$ cat src/fragment_composite_resolve_top_macros.svh
// Assertion macros shared by the fragment resolve block.
// FCR_ASSERT_IMPL checks that cons holds in the same cycle as ante.
// FCR_ASSERT_NEXT checks that cons holds in the cycle after ante.
`ifndef FRAGMENT_COMPOSITE_RESOLVE_TOP_MACROS_SVH
`define FRAGMENT_COMPOSITE_RESOLVE_TOP_MACROS_SVH
`ifndef SYNTHESIS
`define FCR_ASSERT_IMPL(label, ck, rn, ante, cons) \
    label: assert property (@(posedge ck) disable iff (!rn) (ante) |-> (cons)) \
        else $error("fcr: same-cycle check failed");
`define FCR_ASSERT_NEXT(label, ck, rn, ante, cons) \
    label: assert property (@(posedge ck) disable iff (!rn) (ante) |=> (cons)) \
        else $error("fcr: next-cycle check failed");
`else
`define FCR_ASSERT_IMPL(label, ck, rn, ante, cons)
`define FCR_ASSERT_NEXT(label, ck, rn, ante, cons)
`endif
`endif

$ cat src/fcr_pkg.sv
package fcr_pkg;

    // Fixed widths of the payload.
    localparam int Q_W        = 16;
    localparam int DEPTH_W    = 32;
    localparam int CFG_IDX_W  = 4;
    localparam int CFG_DATA_W = 16;

    // Q1.15 constants and the far depth sentinel.
    localparam logic [Q_W-1:0]     Q_ONE     = 16'h8000;
    localparam logic [31:0]        Q_HALF    = 32'h0000_4000;
    localparam logic [DEPTH_W-1:0] DEPTH_FAR = 32'hFFFF_FFFF;

    // Configuration register indexes.
    localparam logic [CFG_IDX_W-1:0] CFG_DEPTH_MODE   = 4'd0;
    localparam logic [CFG_IDX_W-1:0] CFG_THRESH_RED   = 4'd1;
    localparam logic [CFG_IDX_W-1:0] CFG_THRESH_GREEN = 4'd2;
    localparam logic [CFG_IDX_W-1:0] CFG_THRESH_BLUE  = 4'd3;

    typedef enum logic [1:0] {
        DM_MIN = 2'd0,
        DM_MID = 2'd1,
        DM_MAX = 2'd2,
        DM_AVG = 2'd3
    } depth_mode_t;

    typedef enum logic [1:0] {
        ST_IDLE,
        ST_RESOLVE,
        ST_DIV,
        ST_FINISH
    } state_t;

    // Commands from the controller to the datapath.
    typedef struct packed {
        logic upd;        // fold the accepted fragment into the sample state
        logic cfg_we;     // write a configuration register
        logic div_start;  // start the average division
        logic load_out;   // load the result register and clear the sample
    } cmd_t;

    // Status from the datapath to the controller.
    typedef struct packed {
        logic need_div;
        logic div_busy;
    } sts_t;

endpackage

$ cat src/fcr_ctrl.sv
// Sequencer for fragment intake, sample resolve and result handoff.
module fcr_ctrl import fcr_pkg::*; (
    input  logic clk,
    input  logic rst_n,
    input  logic frag_valid,
    input  logic frag_last,
    output logic frag_ready,
    input  logic cfg_valid,
    output logic cfg_ready,
    output logic res_valid,
    input  logic res_ready,
    input  sts_t sts,
    output cmd_t cmd
);

    state_t state_reg, state_next;
    logic   res_valid_reg, res_valid_next;
    logic   out_free;
    logic   frag_acc;

    assign out_free = !res_valid_reg || res_ready;
    assign frag_acc = frag_valid && frag_ready;

    // Next state.
    always_comb
    begin
        state_next = state_reg;
        case (state_reg)
            ST_IDLE:
            begin
                if (frag_acc && frag_last)
                begin
                    state_next = ST_RESOLVE;
                end
            end
            ST_RESOLVE:
            begin
                state_next = sts.need_div ? ST_DIV : ST_FINISH;
            end
            ST_DIV:
            begin
                if (!sts.div_busy)
                begin
                    state_next = ST_FINISH;
                end
            end
            ST_FINISH:
            begin
                if (out_free)
                begin
                    state_next = ST_IDLE;
                end
            end
            default: state_next = ST_IDLE;
        endcase
    end

    // Outputs and datapath commands.
    always_comb
    begin
        cmd        = '0;
        frag_ready = 1'b0;
        cfg_ready  = 1'b1;
        cmd.cfg_we = cfg_valid;
        case (state_reg)
            ST_IDLE:
            begin
                frag_ready = 1'b1;
                cmd.upd    = frag_valid;
            end
            ST_RESOLVE:
            begin
                cmd.div_start = sts.need_div;
            end
            ST_DIV: ;
            ST_FINISH:
            begin
                cmd.load_out = out_free;
            end
            default: ;
        endcase
    end

    // The result word stays valid until it is taken.
    always_comb
    begin
        res_valid_next = res_valid_reg;
        if (cmd.load_out)
        begin
            res_valid_next = 1'b1;
        end
        else if (res_ready)
        begin
            res_valid_next = 1'b0;
        end
    end

    always_ff @(posedge clk or negedge rst_n)
    begin
        if (!rst_n)
        begin
            state_reg     <= ST_IDLE;
            res_valid_reg <= 1'b0;
        end
        else
        begin
            state_reg     <= state_next;
            res_valid_reg <= res_valid_next;
        end
    end

    assign res_valid = res_valid_reg;

endmodule

$ cat config.mk
export PLATFORM = sky130hd
export DESIGN_NAME = fcr_ctrl
export DESIGN_NICKNAME = d
export VERILOG_FILES = /design/src/fragment_composite_resolve_top_macros.svh /design/src/fcr_pkg.sv /design/src/fcr_ctrl.sv
export SDC_FILE = /design/constraint.sdc
export NUM_CORES = 1
export LEC_CHECK = 0
export BUFFER_PORTS_ARGS = -buffer_cell sky130_fd_sc_hd__clkbuf_2
export CAP_MARGIN = 15
export CORE_AREA = 2 2 39 41
export CTS_CLUSTER_SIZE = 12
export DETAILED_ROUTE_END_ITERATION = 10
export DIE_AREA = 0 0 41 43
export GPL_TIMING_DRIVEN = 0
export MAX_ROUTING_LAYER = met4
export SYNTH_ARGS = -nofsm -noshare
export SYNTH_HDL_FRONTEND = slang
export SYNTH_SLANG_ARGS = --single-unit
$ cat constraint.sdc
create_clock -name clk -period 1.7 [get_ports clk]
set_input_delay 0.17 -clock clk [delete_from_list [all_inputs] [get_ports clk]]
set_output_delay 0.17 -clock clk [all_outputs]
set_load 0.01 [all_outputs]
=== Word level (Yosys, flattened, before mapping) ===
Cells that the tools add are included.
W data, S select, Z words.

* Register bits after elaboration: 3
* Logic and storage cells: 26
* Input bits: 8
* Output and inout port bits: 7

* Mux-type cells: 11
* Reduce and logical (&&, ||, !) cells: 7
* Eq/ne operators: 6

{| class="wikitable"
|+ Operators with widths
! cell !! count
|-
| $pmux W2 S4 || 1
|-
| $mux W1 || 7
|-
| $mux W2 || 3
|-
| $ne A2 B2 Y1 const B || 3
|-
| $eq A2 B2 Y1 const B || 2
|-
| $reduce_and A3 Y1 || 1
|-
| $eq A2 B1 Y1 const B || 1
|-
| $logic_and A1 B1 Y1 || 2
|-
| $logic_not A2 Y1 || 1
|-
| $reduce_bool A2 Y1 || 1
|-
| $logic_not A1 Y1 || 1
|-
| $logic_or A1 B1 Y1 || 1
|}

=== Logic depth before layout (Yosys ltp) ===
Gate-level depths: netlist of run 1.

* Depth after elaboration: 6
* Depth in mapped cells: 5
* Gate-level depth less buffers: 5

=== Worst setup path before layout of run 1 ===
No wires, ideal clock.

* Path kind: register -> register
* From: register state_reg[0]
* To: register state_reg[0]
* Path buffers: 0
* Clock period less this slack: 1.509 ns
* Arrival: 1.381 ns
* Required time: 1.573 ns
* Path slack: 0.191 ns
* Stages on the path, launching flop included: 5
* Setup time: 0.127 ns
* Cell sequence: dfrtp_1 -> inv_1 -> ha_1 -> a221o_1 -> mux2_1

* Longest elaborated chain between the ends: 6
* Elaborated cells on any way between the ends: 12
* Classes of those cells: eq/ne (6); mux (2); reduce/logical (4)

{| class="wikitable"
|+ Ends and longest elaborated chain
! what !! RTL line !! text
|-
| start: declaration || fcr_ctrl.sv:16 || <nowiki>state_t state_reg, state_next;</nowiki>
|-
| start signal: assignment || fcr_ctrl.sv:107 || <nowiki>state_reg <= state_next;</nowiki>
|-
| $logic_not A2 Y1 || fcr_ctrl.sv:65 || <nowiki>case (state_reg)</nowiki>
|-
| $mux W1 || fcr_ctrl.sv:65 ||
|-
| named net frag_ready || fcr_ctrl.sv:7 || <nowiki>output logic frag_ready,</nowiki>
|-
| $logic_and A1 B1 Y1 || fcr_ctrl.sv:22 || <nowiki>assign frag_acc = frag_valid && frag_ready;</nowiki>
|-
| $logic_and A1 B1 Y1 || fcr_ctrl.sv:31 || <nowiki>if (frag_acc && frag_last)</nowiki>
|-
| $ne A2 B2 Y1 (no line) || -- ||
|-
| $reduce_and A3 Y1 (no line) || -- ||
|}

The timed path passes the listed nets, and every way through them passes these cells.
A chain may end at the register's enable or synchronous reset.

=== Worst setup path after layout of run 1 ===
* From: register state_reg[0]
* To: register state_reg[0]

* Longest elaborated chain between the ends: 6
* Elaborated cells on any way between the ends: 12
* Classes of those cells: eq/ne (6); mux (2); reduce/logical (4)

{| class="wikitable"
|+ Ends and longest elaborated chain
! what !! RTL line
|-
| $logic_not A2 Y1 || fcr_ctrl.sv:28, fcr_ctrl.sv:65
|-
| $mux W1 || fcr_ctrl.sv:65
|-
| $logic_and A1 B1 Y1 || fcr_ctrl.sv:22
|-
| $logic_and A1 B1 Y1 || fcr_ctrl.sv:31
|-
| $ne A2 B2 Y1 (no line) || --
|-
| $reduce_and A3 Y1 (no line) || --
|}

Parallel ways exist; a longest one is shown, timed or not.

==> results of run 1 <==
[worst max-delay path, delay by kind of cell, from the launching register on]
family          cells  cell delay [ps]
flops               1              420
mux                 1              320
compound gates      1              290
fa+ha+maj           1              240
simple gates        1              180
[kinds of logic (layout without fill, tap and decap cells)]
group / Yosys count / after routing / synth area share (%)
fa+ha+maj: 5 / 5 / 23.0
mux: 2 / 2 / 8.29
compound gates: 2 / 2 / 6.91
flops: 3 / 3 / 27.6
other cells: 1 / 1 / 1.38
simple gates: 8 / 8 / 17.5
buf+inv: 7 / 24 / 15.2
[cells in the final DEF, fill, tap and decap left out]
cell / Yosys / final
a221o_1: 1 / 1
and2_1: 3 / 3
and3b_1: 1 / 1
buf_4: 4 / 4
clkbuf_1: 0 / 1
clkbuf_2: 0 / 12
clkbuf_4: 0 / 3
conb_1: 1 / 1
dfrtp_1: 3 / 3
dlygate4sd3_1: 0 / 1
ha_1: 5 / 5
inv_1: 3 / 3
mux2_1: 2 / 2
nand2_1: 2 / 2
nand2b_1: 2 / 2
o221ai_1: 1 / 1
[metal layers]
metal	GRT usage, %	part of all wire (%)	vias to the layer above
li1	-	-	118
met1	3.90	36	105
met2	8.75	52	9
met3	3.14	12	0
met4	6.00	0	0
met5	-	0	-
[synthesized netlist by cell type]
library cell and instances:
ha_1 5, buf_4 4, and2_1 3, dfrtp_1 3, inv_1 3, mux2_1 2
nand2_1 2, nand2b_1 2, a221o_1 1, and3b_1 1, conb_1 1, o221ai_1 1
[worst min path at each step]
stage	start	slack (ps)	endpoint	cells past startpoint
2_1_floorplan	rst_n	-130	res_valid$_DFFE_PN0P_	0
3_3_place_gp	rst_n	-30	res_valid$_DFFE_PN0P_	1
3_5_place_dp	rst_n	-30	res_valid$_DFFE_PN0P_	1
4_1_cts	res_ready	230	res_valid$_DFFE_PN0P_	3
5_1_grt	rst_n	270	res_valid$_DFFE_PN0P_	2
6_report	res_ready	230	res_valid$_DFFE_PN0P_	3
[per-stage QoR]
| step | util, % | hold WS [ps] | total power, uW | cell area [sq um] |
|---|---|---|---|---|
| after global routing | 28.0 | 267 | 656 | 388 |
| after global placement | 25.4 | -32.5 | 472 | 352 |
| after floorplan | - | -126 | 383 | 272 |
| after detailed placement | 25.4 | -32.0 | 479 | 352 |
| after CTS | 28.0 | 233 | 606 | 388 |
| final | 28.0 | 234 | 590 | 388 |
[where the power goes]
| part | switching, uW | internal [uW] | total, uW |
|---|---|---|---|
| logic | 148 | 172 | 320 |
| registers | 37.8 | 112 | 149 |
| clock network | 32.4 | 87.7 | 120 |
[layout make-up]
type / count / area [sq um] / share of cell area (%)
Buffer: 4 / 30.0 / 7.74
Clock buffer: 4 / 26.3 / 6.77
Inverter: 3 / 11.3 / 2.90
Multi-Input combinational cell: 18 / 155 / 40.0
Sequential cell: 3 / 75.1 / 19.4
Tap cell: 16 / 20.0 / 5.16
Timing Repair Buffer: 13 / 70.1 / 18.1
==> impl_results.md, run 1 <==
* Status: complete, no violations
* Clock buffer depth at 2
* CP Launch Type: register
* Via count at 232
* Post-place setup slack at 113 ps
* Worst setup EP type: register
* Reg clk slew, reported paths at 40 ps
* Core footprint at 0.00138 sq mm
* IO Count at 15
* Top-area cell type share of the netlist area at 27.6%
* Setup Buffers After CTS at 0
* Largest stage delay on the critical path at 420 ps
* Final worst slack at 127 ps
* Cells after Synth at 28
* Initial antenna violation count at 0
* Synth Register Bits at 3
* Max-slew violations at 0
* # rows at 14
* Netlist cell types at 12
* Worst endpoint required time at 1800 ps
* Clk sinks at 3
* # DRC at 0
* Post-route insts no fill at 61
* Period utilization at 92.5%
* Final Skew at 0.128 ps
* Clock latency on the worst-skew pair at 220 ps
* Resize count post-CTS at 0
* CP startpoint: state_reg[0]$_DFFE_PN0P_
* Post-route ant nets at 0
* Setup Viol. Count Final at 0
* CP cell instances: ha_1 -> and3b_1 -> a221o_1 -> mux2_1
* Yosys warnings at 0
* Min cycle time layout at 1570 ps
* Reg2reg setup slack at 130 ps
* Detailed-placement wirelength estimate at 374 microns
* Layout cells sized above 1 at 42.2%
* Grt ovf at 0
* Per-cell routed wire length at 6.90 microns
* Hold-fix buffers at CTS at 1
* WS Path Type: reg2reg
* Top cells by area, synth: dfrtp_1 28%, ha_1 23%, buf_4 11%
* Final hold vios at 0
* Number of flip-flops in the largest register at 2
* Worst r2r dst: state_reg[0]$_DFFE_PN0P_
* Setup TNS at 0 ps
* Slowest cell on crit path: dfrtp_1
* Hold crit path type: in2reg
* Largest net degree at the start of global routing at 7
* Largest area contributor in the netlist: dfrtp_1
* CP arrival at 1680 ps
* Mean Syn Cell Area at 9.70 sq um
* Routed Wire Length at 421 microns
* Post-synthesis cell area at 272 sq um
* Crit path to: state_reg[0]$_DFFE_PN0P_
* H-tree levels at 1
* Port bufs at 12
* Vias in the first global route at 184
* GRT Overall Usage at 5.68%
* RSZ-0062 raised after global routing: no
* Die X at 41 microns
* CTS tree: built
* Placed cells at 56
* Die Y at 43 microns
* TritonCTS buffer count at 3
* Via density at 3.80
* Worst vdd ir at 0.000289 V
* Global-route wire length before repair at 593 microns
* Iteration count of the initial detailed-routing pass at 2
* RePlAce Congestion at 0.591
* Starting Density at 19.6%
* Die Footprint at 0.00176 sq mm
* Max-cap violations at 0
* Worst Path Max Fanout at 6
* Max Clk Rate at 636 MHz
* Nets at 59
* Ant diodes at 0
* Synthesized Nets at 41
* CTS Root Cell: clkbuf_4
* Register area share after synthesis at 27.6%
* Initial DRC count at 1
* Leak at 0.000219 uW
* FF-to-FF path depth at 4
* PD cells at 1520 mW/mm^2
* Worst r2r src: state_reg[0]$_DFFE_PN0P_
* Filler instances at 162
* Area growth syn-to-layout at 42.9%
No activity file was read; power rests on OpenSTA's default activity.
==> inputs of run 2 (changes only) <==
PLACE_DENSITY = 0.44   (was not set)
clock period = 2 ns   (was 1.7 ns; I/O delays follow)
==> run 2 against run 1 <==
Compared with the run above: sequential power fell by 12%; sequential cell count unchanged; hold slack better by 21 ps; cell count is the same; sequential share of layout area is the same; register-to-register slack better by 260 ps; routed wire length up 14%; first-iteration DRC count grew to 3.0 times the previous value; critical endpoint is now state_reg[1]$_DFFE_PN0P_.
==> impl_results.md, run 2 (synthesis gave the netlist of run 1 again) <==
* Status: complete, no violations
* Reg2reg setup slack at 390 ps (+260 ps)
* CP cell instances: ha_1 -> and3b_1 -> a221o_1 -> mux2_1
* Number of flip-flops in the largest register at 2 (unchanged)
* Post-route ant nets at 0 (unchanged)
* Filler instances at 153 (-5.6%)
* Core footprint at 0.00138 sq mm (unchanged)
* Vias in the first global route at 191 (+3.8%)
* Leak at 0.000219 uW (unchanged)
* Worst setup EP type: register
* TritonCTS buffer count at 3 (unchanged)
* Setup Viol. Count Final at 0 (unchanged)
* Via count at 215 (-7.3%)
* Area growth syn-to-layout at 42.9% (unchanged)
* Largest net degree at the start of global routing at 7 (unchanged)
* Layout cells sized above 1 at 42.2% (unchanged)
* Worst min-delay path endpoint: res_valid$_DFFE_PN0P_
* Max-cap violations at 0 (unchanged)
* Grt ovf at 0 (unchanged)
* Die Y at 43 microns (unchanged)
* WHS Path Cells at 3 (unchanged)
* GRT Overall Usage at 6.60% (+0.92 points)
* RSZ-0062 raised after global routing: no
* Max-slew violations at 0 (unchanged)
* Initial antenna violation count at 0 (unchanged)
* CP arrival at 1720 ps (+40 ps)
* Most common cell after layout, fill and taps aside: clkbuf_2
* Via density at 3.52 (-7.3%)
* Clock buffer depth at 2 (unchanged)
* Die Footprint at 0.00176 sq mm (unchanged)
* Worst vdd ir at 0.000578 V (+100%)
* Slowest cell on crit path: dfrtp_1
* Initial DRC count at 3 (+2)
* Min Hold Slack at 255 ps (+20.7 ps)
* Port bufs at 12 (unchanged)
* Final Skew at 0.213 ps (+0.0841 ps)
* Largest stage delay on the critical path at 440 ps (+20 ps)
* Nets at 59 (unchanged)
* Hold Startpoint: res_ready
* Starting Density at 19.6% (unchanged)
* Worst r2r dst: state_reg[1]$_DFFE_PN0P_
* CP Launch Type: register
* Hold crit path type: in2reg
* Period utilization at 80.7% (-12 points)
* Setup TNS at 0 ps (unchanged)
* Clk sinks at 3 (unchanged)
* Ant diodes at 0 (unchanged)
* Worst r2r src: state_reg[0]$_DFFE_PN0P_
* FF-to-FF path depth at 4 (unchanged)
* Routed Wire Length at 481 microns (+14%)
* Setup Buffers After CTS at 0 (unchanged)
* Worst endpoint required time at 2110 ps (+310 ps)
* Max Clk Rate at 620 MHz (-2.5%)
* # rows at 14 (unchanged)
* Per-cell routed wire length at 7.89 microns (+14%)
* Min cycle time layout at 1610 ps (+40.8 ps)
* Overall power at 513 uW (-13%)
* Global-route wire length before repair at 683 microns (+15%)
* Final hold vios at 0 (unchanged)
* Reg clk slew, reported paths at 40 ps (about the same)
* Hold-fix buffers at CTS at 1 (unchanged)
* Iteration count of the initial detailed-routing pass at 4 (+2)
* Most frequent cells in the layout: 12 x clkbuf_2, 5 x ha_1, 4 x buf_4
* CP bufs+invs at 0 (unchanged)
* PD cells at 1320 mW/mm^2 (-13%)
* RePlAce Congestion at 0.595 (+0.71%)
* CTS tree: built
* Resize count post-CTS at 0 (unchanged)
* IO Count at 15 (unchanged)
* Worst Path Max Fanout at 6 (unchanged)
* Clock latency on the worst-skew pair at 230 ps (about the same)
* Die X at 41 microns (unchanged)
* # DRC at 0 (unchanged)
* WS Path Type: reg2reg
* Top Family by Delay on Critical Path: flip-flops
* CTS Root Cell: clkbuf_4
* H-tree levels at 1 (unchanged)
==> run 2: cell counts in the layout (fill, tap and decap cells not counted) <==
Identical to the previous run, type by type.
==> run 2: layer usage <==
layer  up-vias  track usage, %  routed length [microns]  part of all wire [%]
li1        120               -                        -                     -
met1        81            8.09                      254                    53
met2        14            6.56                      175                    36
met3         0            1.57                       51                    11
met4         0            10.0                        0                     0
met5         -               -                        0                     0
==> run 2: per-stage QoR <==
step	setup slack, ps	util [%]	cells	area (sq um)
floorplan	491	-	28	272
global placement	402	25.4	56	352
detailed placement	383	25.4	56	352
CTS	372	28.0	61	388
global route	325	28.0	61	388
finish	386	28.0	61	388
==> run 2: power breakdown <==
group / total (uW) / switching, uW / internal [uW]
clock network: 107 / 32.1 / 74.8
registers: 131 / 35.9 / 94.9
logic: 275 / 128 / 147
total: 513 / 196 / 316
==> run 2: worst max-delay path by stage <==
| stage | from | end | slack (ps) | cells after the start |
|---|---|---|---|---|
| 6_report | state_reg[0]$_DFFE_PN0P_ | state_reg[1]$_DFFE_PN0P_ | 390 | 4 |
| 4_1_cts | state_reg[0]$_DFFE_PN0P_ | state_reg[1]$_DFFE_PN0P_ | 370 | 4 |
| 5_1_grt | state_reg[0]$_DFFE_PN0P_ | state_reg[1]$_DFFE_PN0P_ | 330 | 4 |
| 2_1_floorplan | state_reg[0]$_DFFE_PN0P_ | state_reg[0]$_DFFE_PN0P_ | 490 | 4 |
| 3_3_place_gp | state_reg[0]$_DFFE_PN0P_ | state_reg[1]$_DFFE_PN0P_ | 400 | 4 |
| 3_5_place_dp | state_reg[0]$_DFFE_PN0P_ | state_reg[1]$_DFFE_PN0P_ | 380 | 4 |
==> run 2: cell type report <==
class,count,area (sq um),area share [%]
Tap cell,16,20.0,5.16
Inverter,3,11.3,2.90
Clock buffer,4,26.3,6.77
Sequential cell,3,75.1,19.4
Timing Repair Buffer,13,70.1,18.1
Buffer,4,30.0,7.74
Multi-Input combinational cell,18,155,40.0
==> run 2: worst register-to-register path, delay by kind of cell, from the launching register on <==
family                     cells  cell delay [ps]
adders and majority gates      1              250
muxes                          1              320
and+or+nand+nor                1              190
DFF                            1              440
AOI/OAI and AO/OA              1              300
==> inputs of run 3 (changes only) <==
ABC_AREA = 1   (was not set)
PLACE_DENSITY = 0.48   (was 0.44)
clock period = 1.4 ns   (was 2 ns; I/O delays follow)
==> run 3 against run 2 <==
Compared with the run above: sequential cell count is the same; sequential share of layout area shrank 3.5 points; combinational power grew 130%; sequential power grew 42%; hold slack lost 56 ps; first-iteration DRC count shrank 100%; clock skew grew 3.3 ps; final area grew 22%; core utilization grew 6.1 points; global-route usage grew 0.73 points; clock power grew 36%; critical path type is now reg2out; largest cell class unchanged; largest power group unchanged.
==> impl_results.md, run 3 <==
* Number of flip-flops in the largest register at 2 (unchanged)
* Status: complete, no violations
* Per-cell routed wire length at 7.62 microns (-3.4%)
* Final Skew at 3.55 ps (+3.34 ps)
* Min Hold Slack at 199 ps (-56.3 ps)
* Min cycle time layout at 1340 ps
* Worst endpoint required time at 1260 ps (-850 ps)
* H-tree levels at 1 (unchanged)
* Die Y at 43 microns (unchanged)
* Netlist cell types at 15 (+3)
* Post-synth top flop: dfrtp_1
* Vias in the first global route at 226 (+18%)
* Area growth syn-to-layout at 58.2%
* Die X at 41 microns (unchanged)
* Worst vdd ir at 0.000671 V (+16%)
* # rows at 14 (unchanged)
* Via count at 299 (+39%)
* Initial DRC count at 0 (-3)
* Final Util at 34.2% (+6.1 points)
* Core footprint at 0.00138 sq mm (unchanged)
* Mean Syn Cell Area at 7.29 sq um (-25%)
* Final worst slack at 61.2 ps (-325 ps)
* RePlAce Congestion at 0.731 (+23%)
* Leak at 0.000275 uW (+25%)
* Grt ovf at 0 (unchanged)
* Post-synthesis cell area at 299 sq um (+10%)
* CP cell instances: buf_4 -> ha_1 -> nand2_1 -> inv_1 -> clkbuf_2
* Slowest cell on crit path: dfrtp_1
* Max-slew violations at 0 (unchanged)
* Global-route wire length before repair at 834 microns (+22%)
* Detailed-placement wirelength estimate at 432 microns
* # DRC at 0 (unchanged)
* Top-area cell type share of the netlist area at 25.1% (-2.5 points)
* Routed Wire Length at 594 microns (+23%)
* Via density at 3.83 (+8.8%)
* Final hold vios at 0 (unchanged)
* Clock buffer depth at 2 (unchanged)
* WS Path Type: reg2out
* Synth Register Bits at 3 (unchanged)
* Iteration count of the initial detailed-routing pass at 1 (-3)
* GRT Overall Usage at 7.33% (+0.73 points)
* Ant diodes at 0 (unchanged)
* Clock latency on the worst-skew pair at 230 ps (about the same)
* Synthesized Nets at 54 (+32%)
* Post-place setup slack at 179 ps (-203 ps)
* Async set-reset flop share out of synthesis at 100% (unchanged)
* Initial antenna violation count at 0 (unchanged)
* CP Launch Type: register
* CTS Root Cell: clkbuf_4
* Post-route ant nets at 0 (unchanged)
* Yosys warnings at 0 (unchanged)
* Cells after Synth at 41 (+46%)
* Layout cells sized above 1 at 56.5% (+14 points)
* Largest stage delay on the critical path at 410 ps (-30 ps)
* Cell with the most instances after synthesis: nand2_1
* Setup Viol. Count Final at 0 (unchanged)
* RSZ-0062 raised after global routing: yes
* Register area share after synthesis at 25.1% (-2.5 points)
* Port bufs at 12 (unchanged)
* Top cells by area, synth: dfrtp_1 25%, ha_1 21%, nand2_1 15%
* Nets at 76 (+29%)
* Most frequent cells in the layout: 11 x nand2_1, 10 x clkbuf_2, 8 x buf_4
* Most common cell after layout, fill and taps aside: nand2_1
* Period utilization at 95.6%
* Die Footprint at 0.00176 sq mm (unchanged)
* Synth cell count leaders: 12 x nand2_1, 5 x ha_1, 4 x buf_4, 4 x inv_1, 3 x dfrtp_1
* Max Clk Rate at 747 MHz
* PD cells at 2050 mW/mm^2 (+55%)
* Number of synthesized flops with an enable pin at 0 (unchanged)
* Starting Density at 21.6% (+2.0 points)
* IO Count at 15 (unchanged)
* Largest area contributor in the netlist: dfrtp_1
* Clk sinks at 3 (unchanged)
* TritonCTS buffer count at 3 (unchanged)
* CP arrival at 1200 ps (-520 ps)
* Max-cap violations at 0 (unchanged)
* Largest net degree at the start of global routing at 5 (-2)
* Worst setup EP type: output pin
* CTS tree: built
* Worst Path Max Fanout at 4 (-2)
* Reg clk slew, reported paths at 40 ps (about the same)
* Hold crit path type: in2reg
## run 3: cell count changes after synthesis, moves of 2 or more
cell,delta
mux2_1,-2
nand3_1,+2
and2_1,-3
nand2_1,+10
nand2b_1,-2
nand2_2,+2
inv_2,+2
## run 3: critical path, delay by kind of cell (launching register included)
kind,cells,cell delay (ps)
fa+ha+maj,1,200
buf+inv,3,300
flops,1,410
simple gates,1,60
## run 3: kinds of logic (layout without fill, tap and decap cells)
| kind of cell | Yosys count | count (layout) | share of synthesized area, % |
|---|---|---|---|
| other | 1 | 1 | 1.25 |
| buffers and inverters | 10 | 31 | 17.6 |
| DFF | 3 | 3 | 25.1 |
| AOI/OAI and AO/OA | 2 | 2 | 4.60 |
| adders and majority gates | 5 | 5 | 20.9 |
| and+or+nand+nor | 20 | 20 | 30.5 |
## run 3: worst paths after layout
check,cells after the start,start,slack [ps],end
worst max-delay path,5,state_reg[0]$_DFFE_PN0P_,60,cmd[1]
worst min-delay path,4,res_ready,200,res_valid$_DFFE_PN0P_
worst max register to register,6,state_reg[1]$_DFFE_PN0P_,210,state_reg[1]$_DFFE_PN0P_
worst min register to register,2,res_valid$_DFFE_PN0P_,570,res_valid$_DFFE_PN0P_
max in group asynchronous,2,rst_n,1040,res_valid$_DFFE_PN0P_
min in group asynchronous,2,rst_n,250,state_reg[1]$_DFFE_PN0P_
## run 3: final cells by class
cell class / count / area (sq um)
flip-flops and latches: 3 / 75.1
well taps: 16 / 20.0
plain buffers: 4 / 30.0
repair buffers: 17 / 106
inverters: 6 / 22.5
multi-input cells: 28 / 193
fillers: 156 / 911
clock buffers: 4 / 26.3
## run 3: repair_timing
item | in CTS | in global routing
setup endpoints to repair | 2 | 3
pin swaps | 0 | 2
hold buffers | 1 | 0
setup buffers | 2 | 2
endpoints found under the hold margin | 3 | 0
gates resized for setup | 1 | 9
## run 3: stage by stage
step / cells / power, uW / TNS [ps] / instance area [sq um]
4_1_cts: 76 / 869 / 0 / 433
5_1_grt: 78 / 1080 / -13.5 / 473
6_report: 78 / 971 / 0 / 473
3_3_place_gp: 69 / 654 / 0 / 379
3_5_place_dp: 69 / 665 / 0 / 379
2_1_floorplan: 41 / 531 / 0 / 299
## run 3: report_power, final
| part | total, uW | leakage, uW | switching, uW | internal (uW) |
|---|---|---|---|---|
| clock network | 145 | 0.0000150 | 39.1 | 106 |
| registers | 186 | 0.0000366 | 53.0 | 133 |
| logic | 639 | 0.000223 | 316 | 323 |
| total | 971 | 0.000275 | 408 | 563 |
## run 3: per-layer routing
layer / wire length (microns) / vias to the layer above / GRT usage [%]
li1: - / 161 / -
met4: 0 / 0 / 6.00
met1: 262 / 130 / 9.74
met2: 296 / 8 / 9.06
met3: 35 / 0 / 1.57
met5: 0 / - / -
